### src/design/rrts_pkg.sv
// ----------------------------------------------------------------------------
// Round robin scheduler package
// Types, sizes and codes shared by the scheduler modules.
// ----------------------------------------------------------------------------
`timescale 1ns / 1ps
`default_nettype none
package rrts_pkg;

  localparam int MAX_THREADS = 16;
  localparam int SLOT_W = $clog2(MAX_THREADS);
  localparam int CNT_W = $clog2(MAX_THREADS + 1);

  localparam logic [2:0] ACT_TICK = 3'd0;
  localparam logic [2:0] ACT_CREATE = 3'd1;
  localparam logic [2:0] ACT_EXIT = 3'd2;
  localparam logic [2:0] ACT_BLOCK = 3'd3;
  localparam logic [2:0] ACT_UNBLOCK = 3'd4;
  localparam logic [2:0] ACT_SLEEP = 3'd5;

  localparam logic [1:0] ST_READY = 2'd0;
  localparam logic [1:0] ST_RUNNING = 2'd1;
  localparam logic [1:0] ST_BLOCKED = 2'd2;

  typedef struct packed {
    logic [2:0] action;
    logic [3:0] thread_id;
    logic [15:0] sleep_count;
  } in_item_t;

  typedef struct packed {
    logic status;
    logic [3:0] new_thread;
    logic [3:0] running_thread;
    logic switched;
    logic cpu_idle;
    logic all_done;
  } out_item_t;

  typedef struct packed {
    logic [1:0] st;
    logic [15:0] sleep;
  } slot_entry_t;

  localparam int ENTRY_W = $bits(slot_entry_t);

  typedef struct packed {
    logic re;
    logic [SLOT_W-1:0] raddr;
    logic we;
    logic [SLOT_W-1:0] waddr;
    slot_entry_t wdata;
  } slot_req_t;

  typedef struct packed {
    logic re;
    logic [SLOT_W-1:0] raddr;
    logic we;
    logic [SLOT_W-1:0] waddr;
    logic [SLOT_W-1:0] wdata;
  } ring_req_t;

endpackage
`default_nettype wire

### src/design/rrts_ram.sv
// ----------------------------------------------------------------------------
// Generic RAM
// One write port and one read port with registered read data.
// ----------------------------------------------------------------------------
`timescale 1ns / 1ps
`default_nettype none
module rrts_ram #(
  parameter int WIDTH = 8,
  parameter int DEPTH = 16
) (
  input  wire logic                     clk,
  input  wire logic                     we,
  input  wire logic [$clog2(DEPTH)-1:0] waddr,
  input  wire logic [WIDTH-1:0]         wdata,
  input  wire logic                     re,
  input  wire logic [$clog2(DEPTH)-1:0] raddr,
  output      logic [WIDTH-1:0]         rdata
);

  logic [WIDTH-1:0] mem [DEPTH];

  always_ff @(posedge clk) begin
    if (we) begin
      mem[waddr] <= wdata;
    end
    if (re) begin
      rdata <= mem[raddr];
    end
  end

endmodule
`default_nettype wire

### src/design/rrts_ctrl.sv
// ----------------------------------------------------------------------------
// Scheduler sequencer
// Walks the slot table and ready ring held in RAM, at most one access to each RAM at a time.
// ----------------------------------------------------------------------------
`timescale 1ns / 1ps
`default_nettype none
module rrts_ctrl import rrts_pkg::*; (
  input  wire logic              clk,
  input  wire logic              rst,
  input  wire logic              in_valid,
  output      logic              in_ready,
  input  wire in_item_t          in_item,
  output      logic              out_valid,
  input  wire logic              out_ready,
  output      out_item_t         out_item,
  output      slot_req_t         slot_req,
  input  wire slot_entry_t       slot_rdata,
  output      ring_req_t         ring_req,
  input  wire logic [SLOT_W-1:0] ring_rdata
);

  typedef enum logic [3:0] {
    S_IDLE, S_DISP, S_BK_EX, S_UB_EX, S_TK_RD, S_TK_EX, S_CR_RD, S_CR_EX,
    S_PK_RD, S_PK_RS, S_PK_EX, S_NF_EX, S_FIN
  } state_t;

  localparam logic [CNT_W-1:0] FULL = CNT_W'(MAX_THREADS);
  localparam logic [SLOT_W-1:0] LAST = SLOT_W'(MAX_THREADS - 1);

  state_t state, state_next;
  logic [MAX_THREADS-1:0] valid, valid_next, seen, seen_next;
  logic [SLOT_W-1:0] cur, cur_next, head, head_next, tail, tail_next;
  logic [CNT_W-1:0] count, count_next;
  logic out_valid_next;
  logic [2:0] act, act_next;
  logic [3:0] tid, tid_next;
  logic [15:0] cnt, cnt_next;
  logic [SLOT_W-1:0] idx, idx_next, cand, cand_next;
  logic mode_exit, mode_exit_next;
  logic status, status_next, switched, switched_next;
  logic idle, idle_next, done, done_next;
  logic [SLOT_W-1:0] created, created_next;
  out_item_t out_item_next;
  logic [SLOT_W-1:0] rd_addr;
  logic rd_seen;
  slot_entry_t rd_entry;
  logic push_en;
  logic [SLOT_W-1:0] push_slot, t, free_slot;
  logic free_found, ok_id, bad_id;
  logic [15:0] dec;

  function automatic logic [SLOT_W-1:0] wrap_inc(input logic [SLOT_W-1:0] x);
    return (x == LAST) ? '0 : x + 1'b1;
  endfunction

  assign in_ready = (state == S_IDLE);
  assign t = SLOT_W'(tid);
  assign ok_id = (32'(tid) < MAX_THREADS) && valid[t];
  assign bad_id = (tid == 4'd0) || !ok_id;
  assign dec = rd_entry.sleep - 16'd1;

  always_comb begin
    rd_entry = slot_rdata;
    if (!rd_seen) begin
      rd_entry.st = (rd_addr == '0) ? ST_RUNNING : ST_READY;
      rd_entry.sleep = '0;
    end
  end

  always_comb begin
    free_found = 1'b0;
    free_slot = '0;
    for (int i = MAX_THREADS - 1; i >= 0; i--) begin
      if (!valid[i]) begin
        free_found = 1'b1;
        free_slot = SLOT_W'(i);
      end
    end
  end

  always_comb begin
    state_next = state;
    valid_next = valid;
    seen_next = seen;
    cur_next = cur;
    head_next = head;
    tail_next = tail;
    count_next = count;
    out_valid_next = out_valid && !out_ready;
    out_item_next = out_item;
    act_next = act;
    tid_next = tid;
    cnt_next = cnt;
    idx_next = idx;
    cand_next = cand;
    mode_exit_next = mode_exit;
    status_next = status;
    switched_next = switched;
    idle_next = idle;
    done_next = done;
    created_next = created;
    slot_req = '0;
    ring_req = '0;
    push_en = 1'b0;
    push_slot = '0;
    unique case (state)
      S_IDLE: begin
        if (in_valid) begin
          act_next = in_item.action;
          tid_next = in_item.thread_id;
          cnt_next = in_item.sleep_count;
          status_next = 1'b0;
          switched_next = 1'b0;
          idle_next = 1'b0;
          done_next = 1'b0;
          created_next = '0;
          mode_exit_next = 1'b0;
          state_next = S_DISP;
        end
      end
      S_DISP: begin
        state_next = S_FIN;
        idx_next = '0;
        case (act)
          ACT_TICK: state_next = S_TK_RD;
          ACT_CREATE: begin
            if (free_found) begin
              valid_next[free_slot] = 1'b1;
              slot_req.we = 1'b1;
              slot_req.waddr = free_slot;
              slot_req.wdata = '{st: ST_READY, sleep: '0};
              push_en = 1'b1;
              push_slot = free_slot;
              created_next = free_slot;
            end else begin
              status_next = 1'b1;
            end
          end
          ACT_EXIT: begin
            if (bad_id) begin
              status_next = 1'b1;
            end else begin
              valid_next[t] = 1'b0;
              slot_req.we = 1'b1;
              slot_req.waddr = t;
              slot_req.wdata = '{st: ST_BLOCKED, sleep: '0};
              if (t == cur) begin
                mode_exit_next = 1'b1;
                state_next = S_PK_RD;
              end
            end
          end
          ACT_BLOCK: begin
            if (bad_id) begin
              status_next = 1'b1;
            end else begin
              slot_req.re = 1'b1;
              slot_req.raddr = t;
              state_next = S_BK_EX;
            end
          end
          ACT_UNBLOCK: begin
            if (!ok_id) begin
              status_next = 1'b1;
            end else begin
              slot_req.re = 1'b1;
              slot_req.raddr = t;
              state_next = S_UB_EX;
            end
          end
          ACT_SLEEP: begin
            if (cnt == 16'd0 || cur == '0) begin
              status_next = 1'b1;
            end else begin
              slot_req.we = 1'b1;
              slot_req.waddr = cur;
              slot_req.wdata = '{st: ST_BLOCKED, sleep: cnt};
              state_next = S_TK_RD;
            end
          end
          default: status_next = 1'b1;
        endcase
      end
      S_BK_EX: begin
        state_next = S_FIN;
        if (rd_entry.st != ST_BLOCKED) begin
          slot_req.we = 1'b1;
          slot_req.waddr = t;
          slot_req.wdata = '{st: ST_BLOCKED, sleep: rd_entry.sleep};
          if (t == cur) begin
            idx_next = '0;
            state_next = S_TK_RD;
          end
        end
      end
      S_UB_EX: begin
        state_next = S_FIN;
        if (rd_entry.st == ST_BLOCKED) begin
          slot_req.we = 1'b1;
          slot_req.waddr = t;
          slot_req.wdata = '{st: ST_READY, sleep: rd_entry.sleep};
          push_en = 1'b1;
          push_slot = t;
        end
      end
      S_TK_RD: begin
        slot_req.re = 1'b1;
        slot_req.raddr = idx;
        state_next = S_TK_EX;
      end
      S_TK_EX: begin
        if (valid[idx] && rd_entry.st == ST_BLOCKED && rd_entry.sleep != 16'd0) begin
          slot_req.we = 1'b1;
          slot_req.waddr = idx;
          slot_req.wdata = '{st: (dec == 16'd0) ? ST_READY : ST_BLOCKED, sleep: dec};
          if (dec == 16'd0) begin
            push_en = 1'b1;
            push_slot = idx;
          end
        end
        if (idx == LAST) begin
          state_next = S_CR_RD;
        end else begin
          idx_next = idx + 1'b1;
          state_next = S_TK_RD;
        end
      end
      S_CR_RD: begin
        slot_req.re = 1'b1;
        slot_req.raddr = cur;
        state_next = S_CR_EX;
      end
      S_CR_EX: begin
        if (valid[cur] && rd_entry.st == ST_RUNNING) begin
          slot_req.we = 1'b1;
          slot_req.waddr = cur;
          slot_req.wdata = '{st: ST_READY, sleep: rd_entry.sleep};
          push_en = 1'b1;
          push_slot = cur;
        end
        state_next = S_PK_RD;
      end
      S_PK_RD: begin
        if (count == '0) begin
          if (mode_exit) begin
            done_next = 1'b1;
            state_next = S_FIN;
          end else begin
            slot_req.re = 1'b1;
            slot_req.raddr = cur;
            state_next = S_NF_EX;
          end
        end else begin
          ring_req.re = 1'b1;
          ring_req.raddr = head;
          head_next = wrap_inc(head);
          count_next = count - 1'b1;
          state_next = S_PK_RS;
        end
      end
      S_PK_RS: begin
        cand_next = ring_rdata;
        slot_req.re = 1'b1;
        slot_req.raddr = ring_rdata;
        state_next = S_PK_EX;
      end
      S_PK_EX: begin
        if (valid[cand] && rd_entry.st == ST_READY) begin
          slot_req.we = 1'b1;
          slot_req.waddr = cand;
          slot_req.wdata = '{st: ST_RUNNING, sleep: rd_entry.sleep};
          switched_next = mode_exit || (cand != cur);
          cur_next = cand;
          state_next = S_FIN;
        end else begin
          state_next = S_PK_RD;
        end
      end
      S_NF_EX: begin
        if (rd_entry.st != ST_BLOCKED) begin
          slot_req.we = 1'b1;
          slot_req.waddr = cur;
          slot_req.wdata = '{st: ST_RUNNING, sleep: rd_entry.sleep};
        end else begin
          idle_next = 1'b1;
        end
        state_next = S_FIN;
      end
      S_FIN: begin
        if (!out_valid || out_ready) begin
          out_valid_next = 1'b1;
          out_item_next = '{status: status, new_thread: 4'(created),
                            running_thread: 4'(cur), switched: switched,
                            cpu_idle: idle, all_done: done};
          state_next = S_IDLE;
        end
      end
      default: state_next = S_IDLE;
    endcase
    if (push_en && count < FULL) begin
      ring_req.we = 1'b1;
      ring_req.waddr = tail;
      ring_req.wdata = push_slot;
      tail_next = wrap_inc(tail);
      count_next = count + 1'b1;
    end
    if (slot_req.we) begin
      seen_next[slot_req.waddr] = 1'b1;
    end
  end

  always_ff @(posedge clk) begin
    if (rst) begin
      state <= S_IDLE;
      valid <= MAX_THREADS'(1);
      seen <= '0;
      cur <= '0;
      head <= '0;
      tail <= '0;
      count <= '0;
      out_valid <= 1'b0;
    end else begin
      state <= state_next;
      valid <= valid_next;
      seen <= seen_next;
      cur <= cur_next;
      head <= head_next;
      tail <= tail_next;
      count <= count_next;
      out_valid <= out_valid_next;
    end
  end

  always_ff @(posedge clk) begin
    out_item <= out_item_next;
    act <= act_next;
    tid <= tid_next;
    cnt <= cnt_next;
    idx <= idx_next;
    cand <= cand_next;
    mode_exit <= mode_exit_next;
    status <= status_next;
    switched <= switched_next;
    idle <= idle_next;
    done <= done_next;
    created <= created_next;
    if (slot_req.re) begin
      rd_addr <= slot_req.raddr;
      rd_seen <= seen[slot_req.raddr];
    end
  end

endmodule
`default_nettype wire

### src/design/round_robin_thread_scheduler.sv
// A tick or sleep is dispatched, then reads and updates each slot in a countdown pass,
// reads and requeues the running slot, pops ring entries until a ready one is found and
// hands over the result; a block of the running slot updates that slot, then takes this path.
// Other events take fewer steps, an exit of the running slot also popping ring entries.
// One item is in work at a time; the next is taken while a result waits.
// Synchronous reset leaves slot 0 running and the ring empty; no clearing pass.
// ----------------------------------------------------------------------------
// Round robin thread scheduler
// Top level joining the sequencer to the slot table and ready ring RAMs.
// ----------------------------------------------------------------------------
`timescale 1ns / 1ps
`default_nettype none
module round_robin_thread_scheduler import rrts_pkg::*; (
  input  wire logic      clk,
  input  wire logic      rst,
  input  wire logic      in_valid,
  output      logic      in_ready,
  input  wire in_item_t  in_item,
  output      logic      out_valid,
  input  wire logic      out_ready,
  output      out_item_t out_item
);

  slot_req_t slot_req;
  ring_req_t ring_req;
  logic [ENTRY_W-1:0] slot_rdata;
  logic [SLOT_W-1:0] ring_rdata;

  rrts_ctrl u_ctrl (
    .clk        (clk),
    .rst        (rst),
    .in_valid   (in_valid),
    .in_ready   (in_ready),
    .in_item    (in_item),
    .out_valid  (out_valid),
    .out_ready  (out_ready),
    .out_item   (out_item),
    .slot_req   (slot_req),
    .slot_rdata (slot_entry_t'(slot_rdata)),
    .ring_req   (ring_req),
    .ring_rdata (ring_rdata)
  );

  rrts_ram #(.WIDTH(ENTRY_W), .DEPTH(MAX_THREADS)) u_slot_ram (
    .clk   (clk),
    .we    (slot_req.we),
    .waddr (slot_req.waddr),
    .wdata (slot_req.wdata),
    .re    (slot_req.re),
    .raddr (slot_req.raddr),
    .rdata (slot_rdata)
  );

  rrts_ram #(.WIDTH(SLOT_W), .DEPTH(MAX_THREADS)) u_ring_ram (
    .clk   (clk),
    .we    (ring_req.we),
    .waddr (ring_req.waddr),
    .wdata (ring_req.wdata),
    .re    (ring_req.re),
    .raddr (ring_req.raddr),
    .rdata (ring_rdata)
  );

endmodule
`default_nettype wire

### config.mk
export PLATFORM = sky130hd
export DESIGN_NAME = round_robin_thread_scheduler
export DESIGN_NICKNAME = d
export VERILOG_FILES = /design/src/design/rrts_pkg.sv /design/src/design/rrts_ram.sv /design/src/design/rrts_ctrl.sv /design/src/design/round_robin_thread_scheduler.sv
export SDC_FILE = /design/constraint.sdc
export NUM_CORES = 1
export LEC_CHECK = 0
export ABC_AREA = 1
export BUFFER_PORTS_ARGS = -buffer_cell sky130_fd_sc_hd__buf_4
export CORE_MARGIN = 4
export CORE_UTILIZATION = 35
export DETAILED_ROUTE_END_ITERATION = 8
export SETUP_SLACK_MARGIN = 0.4
export SYNTH_ARGS = -nofsm -noshare
export SYNTH_HDL_FRONTEND = slang
export SYNTH_SLANG_ARGS = --single-unit
### constraint.sdc
create_clock -name clk -period 9.1 [get_ports clk]
set_input_delay 0.91 -clock clk [delete_from_list [all_inputs] [get_ports clk]]
set_output_delay 0.91 -clock clk [all_outputs]
set_load 0.005 [all_outputs]
==> results.json, run 1 <==
{
  "rr_startpoint": "u_ctrl.t[0]",
  "cts_hold_repair.buffers": 0,
  "final.hold.worst_slack_ns": 0.416,
  "globalRoute.totalOverflow": 0,
  "maximum_number_of_pins_on_one_net_before_global_route_repair": 131,
  "critical_path_class": "reg -> reg",
  "vias_per_cell": 5.20,
  "synth_seq_area_share": 0.623,
  "antenna_cell_count": 0,
  "root_buffer": "sky130_fd_sc_hd__clkbuf_16",
  "finalHoldViolCount": 0,
  "floorplan.io_pins": 41,
  "finalWorstPathRequiredPeriod_ns": 4.51,
  "fin_tns_setup_ns": 0,
  "core_um2": 63300,
  "maxcap_violations": 0,
  "area_enclosed_by_the_die_boundary_um2": 68400,
  "endpoint": "u_ctrl.rd_seen",
  "synth_common_cells": "624 x sky130_fd_sc_hd__nand2_1, 431 x sky130_fd_sc_hd__edfxtp_1, 242 x sky130_fd_sc_hd__nand3_1",
  "final-max-slew-violation-count": 0,
  "yosys_warnings": 0,
  "post_cts_resized": 0,
  "remaining_drc_errors": 0,
  "cts.clk_slew.worst_paths_ns": 0.06,
  "grt_pass1_vias": 15600,
  "max-vdd-ir-drop_uv": 149,
  "synth.distinct_cells": 54,
  "timing.final.crit_share": 0.495,
  "fin_nets": 2322,
  "synth_ff_type": "sky130_fd_sc_hd__edfxtp_1",
  "areaGrowthSynthToFinish_pct": 11.4,
  "dpl.hpwl_mm": 38.1,
  "global_route.usage.total": 0.177,
  "initial_util": 0.355,
  "cp.arrival_ns": 4.86,
  "outcome": "completed",
  "die_y_um": 262,
  "pwr_total_mw": 6.27,
  "post-synth-top-count-cell": "sky130_fd_sc_hd__nand2_1",
  "clock_path_buffers": 3,
  "numPlacedInstances": 3082,
  "power.leakage_nw": 9.35,
  "timing.fmax_ghz": 0.222,
  "clock_latency_ns": 0.61,
  "worst_clock_skew_ns": 0.0293,
  "count_of_non_filler_cells_in_the_finished_layout": 3164,
  "synth_area_leaders": "sky130_fd_sc_hd__edfxtp_1 58%, sky130_fd_sc_hd__nand2_1 10%, sky130_fd_sc_hd__nand3_1 5.4%",
  "worst_slew_pin_slew_ns": 1.34,
  "num_vias": 16500,
  "synthesis.nets": 2301,
  "critPathLaunchType": "flip-flop",
  "grt_antenna_before_repair": 1,
  "synth-edff-count": 431,
  "post_route_cells_drive_above_1_share": 0.0876,
  "timing.reg2reg.setup_slack_ns": 4.59,
  "worst_r2r_endpoint": "u_ctrl.rd_seen",
  "cts.htree.levels": 2,
  "power_density_nw_per_um2": 250,
  "grt_first_pass_wirelength_mm": 93.7,
  "finalSetupViolCount": 0,
  "syn-instance-count": 2265,
  "die_width_um": 262,
  "cts_inserted_buffers": 48,
  "detailedRoute.firstIterationViolations": 1552,
  "count_of_buffers_from_port_buffering": 40,
  "synthDominantAreaCellType": "sky130_fd_sc_hd__edfxtp_1",
  "rsz0062_at_grt": "false",
  "cts_setup_buffers": 0,
  "worst_setup_path_end_kind": "flip-flop",
  "post_synth_instance_area_um2": 22500,
  "gp_routability_congestion": 0.914,
  "critPathMaxFanout": 130,
  "cell_count_of_the_worst_hold_path": 0,
  "cts.sink_count": 485,
  "syn_avg_cell_area_um2": 9.93,
  "max_slew_margin": 0.105,
  "yosysTopAreaCellShare": 0.575,
  "drt-total-wl_mm": 61.6,
  "synth_async_sr_flop_share": 0,
  "drt.antenna.violating_nets": 0,
  "setup_slack_ns": 4.59,
  "cts_tree": "built",
  "drt_pre_antenna_iters": 6,
  "place_ws_ns": 4.63,
  "r2r.worst_path.cells": 17,
  "routed_wire_length_per_instance_um": 19.5,
  "postSynthRegisterBits": 485,
  "hp-class": "reg -> reg",
  "critPathRequiredTime_ns": 9.45,
  "fp-row-count": 92,
  "worstSetupStartpoint": "u_ctrl.t[0]"
}
[power by group]
| group | switching, mW | internal [mW] |
|---|---|---|
| sequential | 0.135 | 2.67 |
| clock | 0.856 | 1.01 |
| combinational | 1.16 | 0.445 |
| total | 2.15 | 4.12 |
[worst min-delay path by stage]
stage / slack, ns / to / from
2_1_floorplan: 0.40 / u_ctrl.out_item[0] / u_ctrl.done
3_3_place_gp: 0.40 / u_ctrl.out_item[7] / u_ctrl.created[0]
3_5_place_dp: 0.41 / u_ctrl.out_item[7] / u_ctrl.created[0]
4_1_cts: 0.43 / u_ctrl.out_item[9] / u_ctrl.created[2]
5_1_grt: 0.43 / u_ctrl.out_item[9] / u_ctrl.created[2]
6_report: 0.42 / u_ctrl.out_item[9] / u_ctrl.created[2]
[routing by layer]
layer  vias to the layer above  part of all wire  track usage
met2                       582              0.47        0.292
met3                       113             0.068       0.0266
met4                         2             0.027       0.0497
met1                      7980              0.44        0.244
li1                       7776                 -            -
met5                         -           0.00021            0
[cell usage in the layout, fill, tap and decap left out, types with 11 or more instances in the layout]
cell type	netlist	routed
sky130_fd_sc_hd__dfxtp_1	54	54
sky130_fd_sc_hd__nand3_1	242	242
sky130_fd_sc_hd__nand4_1	24	24
sky130_fd_sc_hd__o21ai_1	27	27
sky130_fd_sc_hd__buf_4	12	73
sky130_fd_sc_hd__nand3b_1	37	37
sky130_fd_sc_hd__a21oi_1	85	85
sky130_fd_sc_hd__clkbuf_16	0	48
sky130_fd_sc_hd__nand2_1	624	623
sky130_fd_sc_hd__o211ai_1	31	31
sky130_fd_sc_hd__mux2i_1	16	16
sky130_fd_sc_hd__o21ai_0	39	39
sky130_fd_sc_hd__inv_1	236	236
sky130_fd_sc_hd__nor3_1	19	19
sky130_fd_sc_hd__edfxtp_1	431	431
sky130_fd_sc_hd__nor2_1	142	141
sky130_fd_sc_hd__o22ai_1	11	11
sky130_fd_sc_hd__o221ai_1	30	30
sky130_fd_sc_hd__nand2_2	18	17
[cell type report]
type | count | area [um^2]
clock inverter | 23 | 175
clock buffer | 59 | 1250
multi-input combinational | 1432 | 7090
tap | 846 | 1060
timing repair buffer | 73 | 548
sequential | 485 | 14000
inverter | 246 | 923
fill | 6167 | 38200
[sequential cells by signal, summed over array words and instances, names as in the netlist, 4 cells and up]
signal,flops
u_ctrl.cnt,16
u_ctrl.tail,4
u_ctrl.rd_addr,4
u_ctrl.count,5
u_slot_ram.rdata,18
u_slot_ram.mem,288
u_ctrl.state,4
u_ctrl.cur,4
u_ctrl.seen,16
u_ctrl.cand,4
u_ctrl.idx,4
u_ctrl.valid,16
u_ctrl.head,4
u_ctrl.created,4
u_ring_ram.rdata,4
u_ring_ram.mem,64
u_ctrl.out_item,12
u_ctrl.t,4
[metrics by stage]
stage | util | area (um^2)
global route | 0.396 | 25100
CTS | 0.396 | 25100
global placement | 0.373 | 23600
finish | 0.396 | 25100
detailed placement | 0.373 | 23600
floorplan | - | 22500
[cells by family after synthesis]
| logic type | count (synthesis) | synth area share |
|---|---|---|
| simple gates | 1135 | 0.223 |
| compound gates | 253 | 0.0703 |
| xor+xnor | 19 | 0.00740 |
| mux | 16 | 0.00712 |
| flops | 485 | 0.623 |
| fa+ha+maj | 9 | 0.00534 |
| buf+inv | 348 | 0.0639 |
[critical path, cell delays in order, from the launching register on]
cell	delay, ns
sky130_fd_sc_hd__edfxtp_1	0.79
sky130_fd_sc_hd__o21ai_0	0.23
sky130_fd_sc_hd__nand2_1	0.09
sky130_fd_sc_hd__nand2_1	0.06
sky130_fd_sc_hd__nand2_1	0.07
sky130_fd_sc_hd__nand2_2	0.07
sky130_fd_sc_hd__inv_2	0.08
sky130_fd_sc_hd__nand2_4	0.09
sky130_fd_sc_hd__o2111ai_4	0.07
sky130_fd_sc_hd__buf_4	0.51
sky130_fd_sc_hd__nand2_8	0.61
sky130_fd_sc_hd__inv_2	0.30
sky130_fd_sc_hd__buf_4	0.72
sky130_fd_sc_hd__nand2_1	0.10
sky130_fd_sc_hd__nand3_1	0.11
sky130_fd_sc_hd__nand3_1	0.09
sky130_fd_sc_hd__nand3_1	0.10
sky130_fd_sc_hd__nand2_1	0.08
Note: power is estimated with default switching activity, not from simulation.
==> run 2, diff against run 1 <==
--- a/config.mk
+++ b/config.mk
@@ -5,7 +5,7 @@
 export SDC_FILE = /design/constraint.sdc
 export NUM_CORES = 1
 export LEC_CHECK = 0
-export ABC_AREA = 1
+export ABC_AREA = 0
 export BUFFER_PORTS_ARGS = -buffer_cell sky130_fd_sc_hd__buf_4
 export CORE_MARGIN = 4
 export CORE_UTILIZATION = 35
==> constraint.sdc (replaced) <==
create_clock -name clk -period 4.25 [get_ports clk]
set_input_delay 0.425 -clock clk [delete_from_list [all_inputs] [get_ports clk]]
set_output_delay 0.425 -clock clk [all_outputs]
set_load 0.005 [all_outputs]
==> run 2 against run 1 <==
- critical path depth is 7 lower
- flip-flop and latch count stayed put
- non-clock buffer count is 122 higher
- fmax is 19% higher
- hold slack worse by 0.22 ns
- sequential power is 120% higher
- clock skew is 0.0046 ns higher
- routed wire length is 5.4% higher
- synthesized area is 0.59% lower
- total power is 130% higher
- combinational power is 120% higher
- first-iteration DRC count is 13% higher
- critical endpoint is now u_slot_ram.mem[2][15]
==> results.json, run 2 <==
{
  "post_route_cells_drive_above_1_share": 0.163,
  "gp_routability_congestion": 0.935,
  "place_area_um2": 24400,
  "post_synth_instance_area_um2": 22400,
  "finalWorstPathRequiredPeriod_ns": 3.78,
  "critPathMaxFanout": 18,
  "fin_area_um2": 26500,
  "vias_per_cell": 5.74,
  "cts.htree.levels": 2,
  "synthAdderAreaFrac": 0.00537,
  "fin_nets": 1986,
  "yosys_warnings": 0,
  "top_regs": "u_slot_ram.mem (288), u_ring_ram.mem (64), u_slot_ram.rdata (18)",
  "synth_seq_area_share": 0.627,
  "synth_ff_type": "sky130_fd_sc_hd__edfxtp_1",
  "postLayoutCoreUtil": 0.420,
  "yosysTopAreaCellShare": 0.579,
  "postSynthRegisterBits": 485,
  "worst_setup_path_end_kind": "flip-flop",
  "synth.distinct_cells": 87,
  "synth_area_leaders": "sky130_fd_sc_hd__edfxtp_1 58%, sky130_fd_sc_hd__a211oi_1 5.6%, sky130_fd_sc_hd__dfxtp_1 4.8%",
  "synth-simple-area-share": 0.111,
  "power.leakage_nw": 8.79,
  "register_bank_with_the_most_flops": "u_slot_ram.mem",
  "finalHoldViolCount": 0,
  "synth-edff-count": 431,
  "final-max-slew-violation-count": 0,
  "remaining_drc_errors": 0,
  "areaGrowthSynthToFinish_pct": 18.7,
  "rsz0062_at_grt": "false",
  "cp.arrival_ns": 4.13,
  "grt_first_pass_wirelength_mm": 97.7,
  "post-synth-top-count-cell": "sky130_fd_sc_hd__edfxtp_1",
  "detailedRoute.firstIterationViolations": 1750,
  "pwr_total_mw": 14.2,
  "drt-total-wl_mm": 65.0,
  "drt_pre_antenna_iters": 5,
  "antenna_cell_count": 0,
  "synth-xor-area-share": 0.00666,
  "final_cell_mix": "431 x sky130_fd_sc_hd__edfxtp_1, 232 x sky130_fd_sc_hd__nand2_1, 167 x sky130_fd_sc_hd__a211oi_1, 151 x sky130_fd_sc_hd__buf_4, 98 x sky130_fd_sc_hd__inv_1",
  "root_buffer": "sky130_fd_sc_hd__clkbuf_16",
  "worst_slew_pin_slew_ns": 1.05,
  "initial_util": 0.354,
  "cts_inserted_buffers": 50,
  "synth_async_sr_flop_share": 0,
  "maximum_number_of_pins_on_one_net_before_global_route_repair": 61,
  "timing.final.crit_share": 0.889,
  "num_vias": 16300,
  "globalRoute.totalOverflow": 0,
  "layout.cells.most_common": "sky130_fd_sc_hd__edfxtp_1",
  "critPathRequiredTime_ns": 4.60,
  "power_density_nw_per_um2": 535,
  "critPathLaunchType": "flip-flop",
  "synth_compound_gate_area_share": 0.170,
  "largest_family_of_logic_cells_by_synthesized_area": "compound AO/OA/AOI/OAI gates",
  "timing.fmax_ghz": 0.265,
  "dpl.hpwl_mm": 42.0,
  "grt_antenna_before_repair": 1,
  "cts_tree": "built",
  "outcome": "completed",
  "synthDominantAreaCellType": "sky130_fd_sc_hd__edfxtp_1",
  "area_enclosed_by_the_die_boundary_um2": 68000,
  "critical_path_class": "reg -> reg",
  "die_width_um": 261,
  "drt.antenna.violating_nets": 0,
  "max_slew_margin": 0.297,
  "count_of_buffers_from_port_buffering": 40,
  "core_um2": 63200,
  "syn-instance-count": 1848,
  "fp-row-count": 92,
  "synth_common_cells": "431 x sky130_fd_sc_hd__edfxtp_1, 234 x sky130_fd_sc_hd__nand2_1, 167 x sky130_fd_sc_hd__a211oi_1",
  "routed_wire_length_per_instance_um": 22.9,
  "worst_clock_skew_ns": 0.0339,
  "die_y_um": 261,
  "synthesis.nets": 1884,
  "largest_reg_flops": 288,
  "grt_pass1_vias": 15600,
  "cts.sink_count": 485,
  "max-vdd-ir-drop_uv": 302,
  "global_route.usage.total": 0.187,
  "floorplan.io_pins": 41,
  "fin_tns_setup_ns": 0,
  "clock_latency_ns": 0.61,
  "maxcap_violations": 0,
  "clock_path_buffers": 3,
  "cts.clk_slew.worst_paths_ns": 0.07,
  "hp-class": "in -> reg",
  "synth_mux_area_frac": 0.0373,
  "syn_avg_cell_area_um2": 12.1,
  "finalSetupViolCount": 0
}
-- run 2: where the power goes --
part	internal [mW]	switching (mW)	leakage [nW]
registers	5.72	0.411	4.00
clock network	2.57	1.89	0.805
logic	1.28	2.32	3.98
-- run 2: what timing repair did --
item,CTS,global route
gates resized for setup,12,12
cloned,0,1
hold endpoints to repair,23,0
hold buffers,23,0
pin swaps,0,2
setup endpoints to repair,298,314
setup buffers,3,12
-- run 2: area by class of cell --
cell class                      instances  area, um^2
Tap cell                              846        1060
Clock buffer                           57        1300
Clock inverter                         35         374
Fill cell                            5760       36700
Timing Repair Buffer                  195        1770
Inverter                              102         389
Multi-Input combinational cell       1115        7630
Timing Repair inverter                  1        5.00
Sequential cell                       485       14000
-- run 2: kinds of logic (layout without fill, tap and decap cells) --
kind of cell | count (synthesis) | in the layout
xor gates and xnor gates | 17 | 17
DFF | 485 | 485
muxes | 71 | 71
AOI/OAI and AO/OA | 507 | 507
buffers and inverters | 248 | 390
and+or+nand+nor | 511 | 511
adders and majority gates | 9 | 9
-- run 2: path summary, 6_finish.rpt --
path / from / endpoint / slack [ns] / cells after the start
worst max-delay path: u_ctrl.rd_seen / u_slot_ram.mem[2][15] / 0.47 / 10
worst min-delay path: out_ready / u_ctrl.out_valid / 0.20 / 3
worst max register to register: u_ctrl.rd_seen / u_slot_ram.mem[2][15] / 0.47 / 10
worst min register to register: u_ctrl.status / u_ctrl.out_item[11] / 0.42 / 0
-- run 2: critical path, cell delays in order, from the launching register on --
cell and delay, ns:
sky130_fd_sc_hd__edfxtp_1 0.45, sky130_fd_sc_hd__or4_1 0.58, sky130_fd_sc_hd__o211ai_1 0.32, sky130_fd_sc_hd__nand4b_1 0.36, sky130_fd_sc_hd__nand3_1 0.24, sky130_fd_sc_hd__buf_4 0.27
sky130_fd_sc_hd__or3_1 0.40, sky130_fd_sc_hd__o41ai_2 0.33, sky130_fd_sc_hd__buf_4 0.27, sky130_fd_sc_hd__nor3_4 0.06, sky130_fd_sc_hd__buf_4 0.23
-- run 2: layer usage --
layer	GRT usage	wire length, um	share of wire	vias to the layer above
met5	0	13	0.00020	-
met4	0.0564	1770	0.027	2
met3	0.0310	4370	0.067	122
met2	0.300	30400	0.47	657
met1	0.260	28400	0.44	8116
li1	-	-	-	7389
-- run 2: per-stage QoR --
stage,hold WS [ns],setup WS [ns],std cells
after detailed placement,0.406,0.247,2705
after floorplan,0.400,0.339,1848
after global routing,0.200,0.394,2836
after CTS,0.155,0.404,2823
final,0.198,0.473,2836
after global placement,0.405,0.271,2705
